==> config.mk <==
export PLATFORM = sky130hd
export DESIGN_NAME = cascaded_one_pole_band_filter
export DESIGN_NICKNAME = d
export VERILOG_FILES = /design/src/sv/cobf_pkg.sv /design/src/sv/cascaded_one_pole_band_filter.sv /design/src/sv/cobf_store.sv /design/src/sv/cobf_pole_unit.sv
export SDC_FILE = /design/constraint.sdc
export NUM_CORES = 2
export LEC_CHECK = 0
export ABC_AREA = 1
export BUFFER_PORTS_ARGS = -buffer_cell sky130_fd_sc_hd__clkbuf_2
export CAP_MARGIN = 30
export CORE_UTILIZATION = 50
export CTS_BUF_LIST = sky130_fd_sc_hd__clkbuf_2 sky130_fd_sc_hd__clkbuf_4 sky130_fd_sc_hd__clkbuf_8
export DETAILED_ROUTE_END_ITERATION = 12
export GPL_ROUTABILITY_DRIVEN = 0
export MAX_ROUTING_LAYER = met4
export PLACE_DENSITY = 0.71
export SLEW_MARGIN = 25
export SYNTH_ARGS = -nofsm -noshare
export SYNTH_HDL_FRONTEND = slang
export SYNTH_SLANG_ARGS = --single-unit
==> constraint.sdc <==
create_clock -name clk_i -period 25.6 [get_ports clk_i]
set_input_delay 2.56 -clock clk_i [delete_from_list [all_inputs] [get_ports clk_i]]
set_output_delay 2.56 -clock clk_i [all_outputs]
set_load 0.005 [all_outputs]
==> src/sv/cobf_pkg.sv <==
package cobf_pkg;

  // Default number of cascaded stages.
  localparam int MAX_STAGES_DEF = 8;

  // Field and word widths.
  localparam int SAMPLE_W   = 24;
  localparam int DATA_W     = 32;
  localparam int POLE_W     = 16;
  localparam int MODE_W     = 2;
  localparam int COUNT_W    = 4;
  localparam int CFG_IDX_W  = 2;
  localparam int CFG_DATA_W = 16;
  localparam int GUARD_W    = 8;

  // Configuration register indexes.
  localparam logic [CFG_IDX_W-1:0] CFG_MODE        = 2'd0;
  localparam logic [CFG_IDX_W-1:0] CFG_STAGE_COUNT = 2'd1;
  localparam logic [CFG_IDX_W-1:0] CFG_UPPER_POLE  = 2'd2;
  localparam logic [CFG_IDX_W-1:0] CFG_LOWER_POLE  = 2'd3;

  // Mode codes; bit one set selects band operation.
  localparam logic [MODE_W-1:0] MODE_LOWPASS  = 2'd0;
  localparam logic [MODE_W-1:0] MODE_HIGHPASS = 2'd1;
  localparam logic [MODE_W-1:0] MODE_BAND     = 2'd2;

  // Register values after reset.
  localparam logic [MODE_W-1:0]  MODE_RST        = MODE_BAND;
  localparam logic [COUNT_W-1:0] STAGE_COUNT_RST = 4'd1;
  localparam logic [POLE_W-1:0]  POLE_RST        = 16'd0;

  // Access controls for one stage store.
  typedef struct packed {
    logic rd;
    logic wr;
    logic clr;
  } store_ctrl_t;

endpackage

==> src/sv/cascaded_one_pole_band_filter.sv <==
// Each input transaction takes, per stage, a store read, a multiply and an accumulate
// step (a second multiply and accumulate in band mode) over N stages, N being the stage
// count clamped to MAX_STAGES, then a finish step. No new sample is taken until the last
// one is through: one shared multiplier steps through the stages and the
// read-modify-write of the stage stores. Reset clears both stores, the output valid flag and
// the sequencer, and loads the register defaults: band mode, one stage, both poles zero.
module cascaded_one_pole_band_filter import cobf_pkg::*; #(
  parameter int MAX_STAGES = MAX_STAGES_DEF
) (
  input  logic                         clk_i,
  input  logic                         rst_ni,
  input  logic                         in_valid_i,
  output logic                         in_stall_o,
  input  logic signed [SAMPLE_W-1:0]   sample_in_i,
  output logic                         out_valid_o,
  input  logic                         out_stall_i,
  output logic signed [SAMPLE_W-1:0]   sample_out_o,
  input  logic                         cfg_we_i,
  input  logic [CFG_IDX_W-1:0]         cfg_index_i,
  input  logic [CFG_DATA_W-1:0]        cfg_wdata_i
);

  localparam int AddrW  = (MAX_STAGES > 1) ? $clog2(MAX_STAGES) : 1;
  localparam int CountW = $clog2(MAX_STAGES + 1);

  // Sequencer states.
  localparam logic [2:0] S_IDLE = 3'd0;
  localparam logic [2:0] S_READ = 3'd1;
  localparam logic [2:0] S_MUL  = 3'd2;
  localparam logic [2:0] S_ACC  = 3'd3;
  localparam logic [2:0] S_FIN  = 3'd4;

  // Which pole a stage is working on.
  localparam logic PASS_LOWER = 1'b0;
  localparam logic PASS_UPPER = 1'b1;

  logic [MODE_W-1:0]        mode_q;
  logic [COUNT_W-1:0]       stage_count_q;
  logic [POLE_W-1:0]        upper_pole_q;
  logic [POLE_W-1:0]        lower_pole_q;

  logic [2:0]               state_q;
  logic                     pass_q;
  logic                     band_q;
  logic                     high_q;
  logic [CountW-1:0]        k_q;
  logic [CountW-1:0]        n_q;
  logic [CountW-1:0]        n_eff;
  logic [CountW-1:0]        k_next;
  logic signed [DATA_W-1:0] v_q;
  logic                     out_valid_q;
  logic signed [SAMPLE_W-1:0] sample_out_q;

  logic                     in_accept;
  logic                     out_free;
  logic                     mode_band;
  logic                     mode_high;
  logic                     cfg_clr;
  store_ctrl_t              lower_ctrl;
  store_ctrl_t              upper_ctrl;
  logic [AddrW-1:0]         addr;
  logic signed [DATA_W-1:0] lower_rdata;
  logic signed [DATA_W-1:0] upper_rdata;
  logic signed [DATA_W-1:0] s_sel;
  logic [POLE_W-1:0]        pole_sel;
  logic signed [DATA_W-1:0] s_new;
  logic signed [DATA_W:0]   hp_diff;
  logic signed [DATA_W-1:0] hp_sat;
  logic signed [DATA_W:0]   rounded;
  logic signed [SAMPLE_W:0] y_wide;
  logic signed [SAMPLE_W-1:0] y_sat;

  // Handshake terms.
  assign in_stall_o  = (state_q != S_IDLE);
  assign in_accept   = in_valid_i && !in_stall_o;
  assign out_free    = !out_valid_q || !out_stall_i;
  assign out_valid_o = out_valid_q;
  assign sample_out_o = sample_out_q;

  // Mode decode: bit one wins, so the unused code acts as band mode.
  assign mode_band = mode_q[1];
  assign mode_high = !mode_q[1] && mode_q[0];

  // Stage count clamped to the store depth.
  assign n_eff = (32'(stage_count_q) > 32'(MAX_STAGES)) ? CountW'(MAX_STAGES)
                                                        : CountW'(stage_count_q);
  assign k_next = k_q + 1'b1;
  assign addr   = k_q[AddrW-1:0];

  // Every register write clears both stores.
  assign cfg_clr = cfg_we_i;

  always_ff @(posedge clk_i or negedge rst_ni) begin
    if (!rst_ni) begin
      mode_q        <= MODE_RST;
      stage_count_q <= STAGE_COUNT_RST;
      upper_pole_q  <= POLE_RST;
      lower_pole_q  <= POLE_RST;
    end else if (cfg_we_i) begin
      unique case (cfg_index_i)
        CFG_MODE:        mode_q        <= cfg_wdata_i[MODE_W-1:0];
        CFG_STAGE_COUNT: stage_count_q <= cfg_wdata_i[COUNT_W-1:0];
        CFG_UPPER_POLE:  upper_pole_q  <= cfg_wdata_i[POLE_W-1:0];
        CFG_LOWER_POLE:  lower_pole_q  <= cfg_wdata_i[POLE_W-1:0];
        default:         mode_q        <= mode_q;
      endcase
    end
  end

  // Store controls: both stores are read together, each written on its own pass.
  always_comb begin
    lower_ctrl     = '0;
    upper_ctrl     = '0;
    lower_ctrl.clr = cfg_clr;
    upper_ctrl.clr = cfg_clr;
    lower_ctrl.rd  = (state_q == S_READ);
    upper_ctrl.rd  = (state_q == S_READ);
    lower_ctrl.wr  = (state_q == S_ACC) && (pass_q == PASS_LOWER);
    upper_ctrl.wr  = (state_q == S_ACC) && (pass_q == PASS_UPPER);
  end

  cobf_store #(
    .Depth (MAX_STAGES),
    .AddrW (AddrW)
  ) u_lower_store (
    .clk_i   (clk_i),
    .rst_ni  (rst_ni),
    .ctrl_i  (lower_ctrl),
    .addr_i  (addr),
    .wdata_i (s_new),
    .rdata_o (lower_rdata)
  );

  cobf_store #(
    .Depth (MAX_STAGES),
    .AddrW (AddrW)
  ) u_upper_store (
    .clk_i   (clk_i),
    .rst_ni  (rst_ni),
    .ctrl_i  (upper_ctrl),
    .addr_i  (addr),
    .wdata_i (s_new),
    .rdata_o (upper_rdata)
  );

  // Shared pole arithmetic.
  assign s_sel    = (pass_q == PASS_UPPER) ? upper_rdata : lower_rdata;
  assign pole_sel = (pass_q == PASS_UPPER) ? upper_pole_q : lower_pole_q;

  cobf_pole_unit u_pole (
    .clk_i    (clk_i),
    .mul_en_i (state_q == S_MUL),
    .pole_i   (pole_sel),
    .x_i      (v_q),
    .s_i      (s_sel),
    .s_new_o  (s_new)
  );

  // Highpass output x - s, saturated to 32 bits.
  assign hp_diff = {v_q[DATA_W-1], v_q} - {s_new[DATA_W-1], s_new};
  always_comb begin
    if (hp_diff[DATA_W] == hp_diff[DATA_W-1]) begin
      hp_sat = hp_diff[DATA_W-1:0];
    end else if (hp_diff[DATA_W]) begin
      hp_sat = {1'b1, {(DATA_W-1){1'b0}}};
    end else begin
      hp_sat = {1'b0, {(DATA_W-1){1'b1}}};
    end
  end

  // Drop the guard bits with rounding, then saturate to the sample range.
  assign rounded = {v_q[DATA_W-1], v_q} + (33'sd1 <<< (GUARD_W - 1));
  assign y_wide  = rounded[DATA_W:GUARD_W];
  always_comb begin
    if (y_wide[SAMPLE_W] == y_wide[SAMPLE_W-1]) begin
      y_sat = y_wide[SAMPLE_W-1:0];
    end else if (y_wide[SAMPLE_W]) begin
      y_sat = {1'b1, {(SAMPLE_W-1){1'b0}}};
    end else begin
      y_sat = {1'b0, {(SAMPLE_W-1){1'b1}}};
    end
  end

  // Stage sequencer.
  always_ff @(posedge clk_i or negedge rst_ni) begin
    if (!rst_ni) begin
      state_q     <= S_IDLE;
      pass_q      <= PASS_LOWER;
      band_q      <= 1'b0;
      high_q      <= 1'b0;
      k_q         <= '0;
      n_q         <= '0;
      out_valid_q <= 1'b0;
    end else begin
      // A taken result is dropped unless the finish step replaces it.
      if (out_valid_q && !out_stall_i && state_q != S_FIN) begin
        out_valid_q <= 1'b0;
      end
      unique case (state_q)
        S_IDLE: begin
          if (in_accept) begin
            band_q  <= mode_band;
            high_q  <= mode_high;
            k_q     <= '0;
            n_q     <= n_eff;
            state_q <= (n_eff == '0) ? S_FIN : S_READ;
          end
        end
        S_READ: begin
          pass_q  <= (band_q || high_q) ? PASS_LOWER : PASS_UPPER;
          state_q <= S_MUL;
        end
        S_MUL: begin
          state_q <= S_ACC;
        end
        S_ACC: begin
          if (pass_q == PASS_LOWER && band_q) begin
            pass_q  <= PASS_UPPER;
            state_q <= S_MUL;
          end else begin
            k_q     <= k_next;
            state_q <= (k_next == n_q) ? S_FIN : S_READ;
          end
        end
        S_FIN: begin
          if (out_free) begin
            out_valid_q <= 1'b1;
            state_q     <= S_IDLE;
          end
        end
        default: state_q <= S_IDLE;
      endcase
    end
  end

  // Signal path registers.
  always_ff @(posedge clk_i) begin
    if (in_accept) begin
      v_q <= {sample_in_i, {GUARD_W{1'b0}}};
    end else if (state_q == S_ACC) begin
      v_q <= (pass_q == PASS_LOWER) ? hp_sat : s_new;
    end
    if (state_q == S_FIN && out_free) begin
      sample_out_q <= y_sat;
    end
  end

  // A new result appears only when the sequencer finishes an item.
  assert property (@(posedge clk_i) disable iff (!rst_ni)
    $rose(out_valid_o) |-> $past(state_q) == S_FIN)
    else $error("result raised outside the finish step");

  // The stage index stays inside the clamped count while stages run.
  assert property (@(posedge clk_i) disable iff (!rst_ni)
    (state_q == S_READ || state_q == S_MUL || state_q == S_ACC) |-> k_q < n_q)
    else $error("stage index beyond stage count");

  // The upper pass only occurs in band or lowpass operation.
  assert property (@(posedge clk_i) disable iff (!rst_ni)
    (state_q == S_ACC && pass_q == PASS_UPPER) |-> (band_q || !high_q))
    else $error("upper store written in highpass mode");

endmodule

==> src/sv/cobf_store.sv <==
module cobf_store import cobf_pkg::*; #(
  parameter int Depth = MAX_STAGES_DEF,
  parameter int AddrW = (Depth > 1) ? $clog2(Depth) : 1
) (
  input  logic                     clk_i,
  input  logic                     rst_ni,
  input  store_ctrl_t              ctrl_i,
  input  logic [AddrW-1:0]         addr_i,
  input  logic signed [DATA_W-1:0] wdata_i,
  output logic signed [DATA_W-1:0] rdata_o
);

  logic signed [DATA_W-1:0] mem_q [Depth];
  logic [Depth-1:0]         valid_q;
  logic signed [DATA_W-1:0] rdata_q;
  logic                     rvalid_q;

  // Storage array with a registered read port.
  always_ff @(posedge clk_i) begin
    if (ctrl_i.wr) begin
      mem_q[addr_i] <= wdata_i;
    end
    if (ctrl_i.rd) begin
      rdata_q <= mem_q[addr_i];
    end
  end

  // Entries that have not been written since the last clear read as zero.
  always_ff @(posedge clk_i or negedge rst_ni) begin
    if (!rst_ni) begin
      valid_q  <= '0;
      rvalid_q <= 1'b0;
    end else begin
      if (ctrl_i.clr) begin
        valid_q <= '0;
      end else if (ctrl_i.wr) begin
        valid_q[addr_i] <= 1'b1;
      end
      if (ctrl_i.rd) begin
        rvalid_q <= valid_q[addr_i];
      end
    end
  end

  assign rdata_o = rvalid_q ? rdata_q : '0;

endmodule

==> src/sv/cobf_pole_unit.sv <==
module cobf_pole_unit import cobf_pkg::*; (
  input  logic                     clk_i,
  input  logic                     mul_en_i,
  input  logic [POLE_W-1:0]        pole_i,
  input  logic signed [DATA_W-1:0] x_i,
  input  logic signed [DATA_W-1:0] s_i,
  output logic signed [DATA_W-1:0] s_new_o
);

  localparam int DiffW = DATA_W + 1;
  localparam int ProdW = DiffW + POLE_W + 1;
  localparam int AccW  = ProdW + 1;
  localparam int ShW   = AccW - POLE_W;

  logic signed [DiffW-1:0] diff;
  logic signed [ProdW-1:0] prod_q;
  logic signed [AccW-1:0]  acc;
  logic signed [ShW-1:0]   shifted;

  // Registered product: c * (s - x), which with x * 2^16 gives (1-c)*x + c*s.
  assign diff = {s_i[DATA_W-1], s_i} - {x_i[DATA_W-1], x_i};

  always_ff @(posedge clk_i) begin
    if (mul_en_i) begin
      prod_q <= $signed({1'b0, pole_i}) * diff;
    end
  end

  // From the product register: add x * 2^16 and the rounding half, floor shift, saturate.
  assign acc = {{(AccW-DATA_W-POLE_W){x_i[DATA_W-1]}}, x_i, {POLE_W{1'b0}}}
             + {prod_q[ProdW-1], prod_q}
             + (AccW'(1) <<< (POLE_W - 1));
  assign shifted = acc[AccW-1:POLE_W];

  always_comb begin
    if (shifted[ShW-1:DATA_W-1] == {(ShW-DATA_W+1){1'b0}} ||
        shifted[ShW-1:DATA_W-1] == {(ShW-DATA_W+1){1'b1}}) begin
      s_new_o = shifted[DATA_W-1:0];
    end else if (shifted[ShW-1]) begin
      s_new_o = {1'b1, {(DATA_W-1){1'b0}}};
    end else begin
      s_new_o = {1'b0, {(DATA_W-1){1'b1}}};
    end
  end

endmodule

==> impl_table.tex <==
\begin{tabular}{lr}
\hline
Metric & Value \\
\hline
\multicolumn{2}{l}{\textbf{Timing}} \\
\quad Actual transition at the worst max-transition pin & 1050 ps \\
\quad Count of final max-slew check failures & 0 \\
\quad Worst slew margin relative to its limit & 29.8\% \\
\quad Count of endpoints failing setup in the final report & 0 \\
\quad Final Skew & 87.9 ps \\
\quad Aggregate negative setup slack & 0 ps \\
\quad Setup repair after global routing missed its margin & false \\
\quad Share of the clock period used by the worst path & between 30\% and 40\% \\
\quad Crit path time final & 9860 ps \\
\quad Count of endpoints failing hold in the final timing report & 0 \\
\quad Fmax & about 0.1 GHz \\
\multicolumn{2}{l}{\textbf{Logic synthesis}} \\
\quad Distinct cell type count of the synthesized netlist & 56 \\
\quad Area contributors post-synth & sky130\_fd\_sc\_hd\_\_edfxtp\_1 (37\%), sky130\_fd\_sc\_hd\_\_fa\_1 (19\%), sky130\_fd\_sc\_hd\_\_nand2\_1 (7.1\%) \\
\quad Predominant post-synthesis flop cell & sky130\_fd\_sc\_hd\_\_edfxtp\_1 \\
\quad Mean area per synthesized cell & 9.77 um2 \\
\quad Post-synthesis async set-or-reset flop share & 9.62\% \\
\quad Yosys top cell area share & 37.5\% \\
\quad Number of enable-type register cells in the synthesized netlist & 659 \\
\quad Synth Warn \# & 0 \\
\quad Synth area leader & sky130\_fd\_sc\_hd\_\_edfxtp\_1 \\
\quad Share of synthesized area occupied by flip-flops and latches & about two fifths \\
\quad Mapped cell area & 52800 um2 \\
\quad Synth Register Bits & 738 \\
\quad Syn Nets & 6168 \\
\quad Synthesized instance count & 5400 \\
\multicolumn{2}{l}{\textbf{Clock network}} \\
\quad CTS clk-pin slew, worst paths & approximately 70 ps \\
\quad TritonCTS clock tree & done \\
\quad Clock buffers created by TritonCTS & 114 \\
\quad Clk\_lat worst skew & 800 ps \\
\quad Total number of H-tree levels & 3 \\
\quad CTS Root Cell & sky130\_fd\_sc\_hd\_\_clkbuf\_8 \\
\quad Number of setup buffers added after CTS & 0 \\
\quad Number of sinks driven by the clock tree & 738 \\
\quad Post-cts repair resize count & 0 \\
\quad Number of buffers inserted for hold repair after clock tree synthesis & 0 \\
\quad Maximum count of clock buffers along a single path & 3 \\
\multicolumn{2}{l}{\textbf{Routing}} \\
\quad Number of design rule violations left after detail routing & 0 \\
\quad First-pass DRT Iterations & 6 \\
\quad Via total after detailed routing & 40.9k \\
\quad Routed len/inst & 23.0 um \\
\quad Drt first-iter violations & 4947 \\
\quad Total wirelength of the detailed-routed design & 161 mm \\
\quad Number of antenna-violating nets in the routed design & 0 \\
\quad Via-per-instance ratio & 5.86 \\
\multicolumn{2}{l}{\textbf{Critical path}} \\
\quad Worst reg2reg path depth & 33 \\
\quad Source of the worst register-to-register timing path & pass\_q \\
\quad Data required time of the worst path & 26210 ps \\
\quad Register-to-register path setup slack & 15740 ps \\
\quad Reg2Reg Capture Point & u\_pole.prod\_q[47] \\
\quad Setup CP Type & reg2reg \\
\quad Critical Path End Type & register \\
\quad Largest fanout of any net on the critical path & 33 \\
\quad Crit path launch type & register \\
\quad Data arrival time at the worst-slack endpoint & 10470 ps \\
\quad Cell with the largest stage delay on the worst path & sky130\_fd\_sc\_hd\_\_fa\_1 \\
\quad Largest stage delay, worst path & 700 ps \\
\multicolumn{2}{l}{\textbf{Run status}} \\
\quad Run status & finished clean \\
\multicolumn{2}{l}{\textbf{Worst hold path}} \\
\quad Worst Hold Path Cells & 2 \\
\quad End of the worst hold path & lower\_pole\_q[12] \\
\quad Min-Delay Path Class & reg2reg \\
\quad Worst hold path startpoint & lower\_pole\_q[12] \\
\multicolumn{2}{l}{\textbf{GRT}} \\
\quad GR Util met3 & 7.06\% \\
\quad GRT Util Overall & 31.1\% \\
\quad Global routing's busiest layer & met2 \\
\quad Maximum number of pins on one net before global-route repair & 72 \\
\quad Vias in the first global route & 40.4k \\
\quad Initial antenna violation count & 5 \\
\quad Wire length of the first global-routing pass & 242 mm \\
\quad Met2 global-route usage & 46.3\% \\
\quad Aggregate global routing overflow & 0 \\
\quad Global routing usage on met1 & 40.3\% \\
\multicolumn{2}{l}{\textbf{Floorplanning}} \\
\quad Site row count & 118 \\
\quad Number of top-level pins & 73 \\
\quad Full die area & 107000 um2 \\
\quad Area of the core & 104000 um2 \\
\quad Die Wd & about 330 um \\
\quad Floorplan die height & 327 um \\
\quad Starting utilization of the core area & 50.7\% \\
\multicolumn{2}{l}{\textbf{Cells and area}} \\
\quad Number of non-filler instances in the completed layout & 6971 \\
\quad Footprint of the multi-input gates & 26900 um2 \\
\quad Design Area, Final & between 50000 and 60000 um2 \\
\quad Total of fill cells in the finished design & 8983 \\
\quad Share of final-layout standard cells stronger than drive strength 1 & 8.86\% \\
\quad Nets@finish & 6254 \\
\quad Synth-to-layout area growth & 8.96\% \\
\quad FF+latch area & 21700 um2 \\
\multicolumn{2}{l}{\textbf{Placed design}} \\
\quad Number of buffer cells added on primary ports & 72 \\
\quad Placed inst area & 54900 um2 \\
\quad Cell total after placement & 6745 \\
\quad Half-perimeter wire length of the detailed placement result & between 100 and 150 mm \\
\multicolumn{2}{l}{\textbf{Run}} \\
\quad Max Cap Violations & 0 \\
\hline
\end{tabular}
## cell usage after synthesis, types with 12 or more instances
library cell,count
sky130_fd_sc_hd__o21ai_0,163
sky130_fd_sc_hd__a32o_1,31
sky130_fd_sc_hd__o21a_1,12
sky130_fd_sc_hd__xnor2_1,48
sky130_fd_sc_hd__nor4_1,16
sky130_fd_sc_hd__xor2_1,76
sky130_fd_sc_hd__buf_2,16
sky130_fd_sc_hd__dfrtp_1,69
sky130_fd_sc_hd__edfxtp_1,659
sky130_fd_sc_hd__a22oi_1,70
sky130_fd_sc_hd__clkbuf_1,140
sky130_fd_sc_hd__or2_2,83
sky130_fd_sc_hd__ha_1,217
sky130_fd_sc_hd__buf_1,13
sky130_fd_sc_hd__nand2_1,998
sky130_fd_sc_hd__inv_1,952
sky130_fd_sc_hd__nor2_1,471
sky130_fd_sc_hd__a31oi_1,28
sky130_fd_sc_hd__a22o_1,42
sky130_fd_sc_hd__nand4_1,69
sky130_fd_sc_hd__clkinv_1,12
sky130_fd_sc_hd__a221oi_1,65
sky130_fd_sc_hd__a21oi_1,251
sky130_fd_sc_hd__nand3_1,235
sky130_fd_sc_hd__nor3_1,42
sky130_fd_sc_hd__fa_1,504
sky130_fd_sc_hd__o21bai_1,18
## per-stage QoR
stage | hold WS (ps) | util, % | setup WS [ps]
after floorplan | 445 | - | 17270
after global placement | 457 | 52.8 | 16100
after detailed placement | 465 | 52.8 | 15900
after CTS | 480 | 55.2 | 15900
after global routing | 501 | 55.2 | 15120
final | 474 | 55.3 | 15740
## state kept, by name, summed over array words and instances, names as in the netlist, 8 cells and up
signal,flops
u_upper_store.valid_q,8
sample_out_o,24
u_upper_store.rdata_q,32
u_lower_store.rdata_q,32
u_lower_store.valid_q,8
lower_pole_q,16
u_pole.prod_q,35
u_upper_store.mem_q,256
upper_pole_q,16
v_q,32
u_lower_store.mem_q,256
## metal layers
metal	share of wire [%]	up-vias
met5	0	-
met4	5.3	0
met3	12	490
met2	45	2586
met1	38	19913
li1	-	17868
## cell usage in the layout (no fill, tap or decap), types with 7 or more instances in the layout
cell,n
sky130_fd_sc_hd__nand2_1,998
sky130_fd_sc_hd__inv_1,952
sky130_fd_sc_hd__edfxtp_1,659
sky130_fd_sc_hd__fa_1,504
sky130_fd_sc_hd__nor2_1,451
sky130_fd_sc_hd__a21oi_1,251
sky130_fd_sc_hd__nand3_1,235
sky130_fd_sc_hd__ha_1,217
sky130_fd_sc_hd__o21ai_0,163
sky130_fd_sc_hd__clkbuf_8,119
sky130_fd_sc_hd__or2_2,83
sky130_fd_sc_hd__xor2_1,73
sky130_fd_sc_hd__clkbuf_2,71
sky130_fd_sc_hd__a22oi_1,70
sky130_fd_sc_hd__nand4_1,69
sky130_fd_sc_hd__dfrtp_1,68
sky130_fd_sc_hd__buf_4,68
sky130_fd_sc_hd__a221oi_1,65
sky130_fd_sc_hd__clkbuf_4,44
sky130_fd_sc_hd__xnor2_1,43
sky130_fd_sc_hd__a22o_1,42
sky130_fd_sc_hd__clkinv_1,32
sky130_fd_sc_hd__nor3_1,31
sky130_fd_sc_hd__a32o_1,31
sky130_fd_sc_hd__a31oi_1,28
sky130_fd_sc_hd__o21bai_1,18
sky130_fd_sc_hd__nor2_4,17
sky130_fd_sc_hd__nor4_1,16
sky130_fd_sc_hd__nor3_2,13
sky130_fd_sc_hd__o21a_1,12
sky130_fd_sc_hd__clkinv_2,12
sky130_fd_sc_hd__a21o_1,9
sky130_fd_sc_hd__inv_2,8
sky130_fd_sc_hd__dfxtp_1,8
sky130_fd_sc_hd__diode_2,7
## cells by family (layout without fill, tap and decap cells)
kind of cell | Yosys count | in the layout | synth area share [%]
fa+ha+maj | 721 | 721 | 24.3
compound gates | 725 | 725 | 8.70
other cells | 0 | 7 | 0
buf+inv | 1147 | 1331 | 8.26
xor+xnor | 124 | 124 | 2.06
simple gates | 1945 | 1945 | 15.6
flops | 738 | 738 | 41.2
## worst max path at each step
stage | endpoint | startpoint | cells past startpoint | slack (ps)
floorplan | u_pole.prod_q[47] | pass_q | 38 | 17270
global placement | u_pole.prod_q[47] | pass_q | 36 | 16100
detailed placement | u_pole.prod_q[47] | pass_q | 36 | 15900
CTS | u_pole.prod_q[47] | pass_q | 36 | 15900
global route | u_pole.prod_q[47] | pass_q | 36 | 15120
finish | u_pole.prod_q[47] | pass_q | 33 | 15740
## critical path: cells and delay by family, from the launching register on
kind	cells	cell delay, ps
buffers and inverters	7	1300
flip-flops	1	640
adder cells (fa/ha/maj)	8	3980
AO/OA/AOI/OAI	6	1410
AND/OR/NAND/NOR	11	2100
XOR/XNOR	1	250
## layout make-up
| cell class | instances | share of cell area, % |
|---|---|---|
| Multi-Input combinational cell | 3515 | 46.9 |
| Sequential cell | 738 | 37.8 |
| Inverter | 972 | 6.34 |
| Clock buffer | 163 | 3.42 |
| Tap cell | 1380 | 3.00 |
| Timing Repair Buffer | 145 | 1.68 |
| Clock inverter | 51 | 0.881 |
| Antenna cell | 7 | 0.0305 |
Power is left out: the tool's default activity adds up to more than one toggle a clock period on the data nets, which glitch-free logic cannot reach.
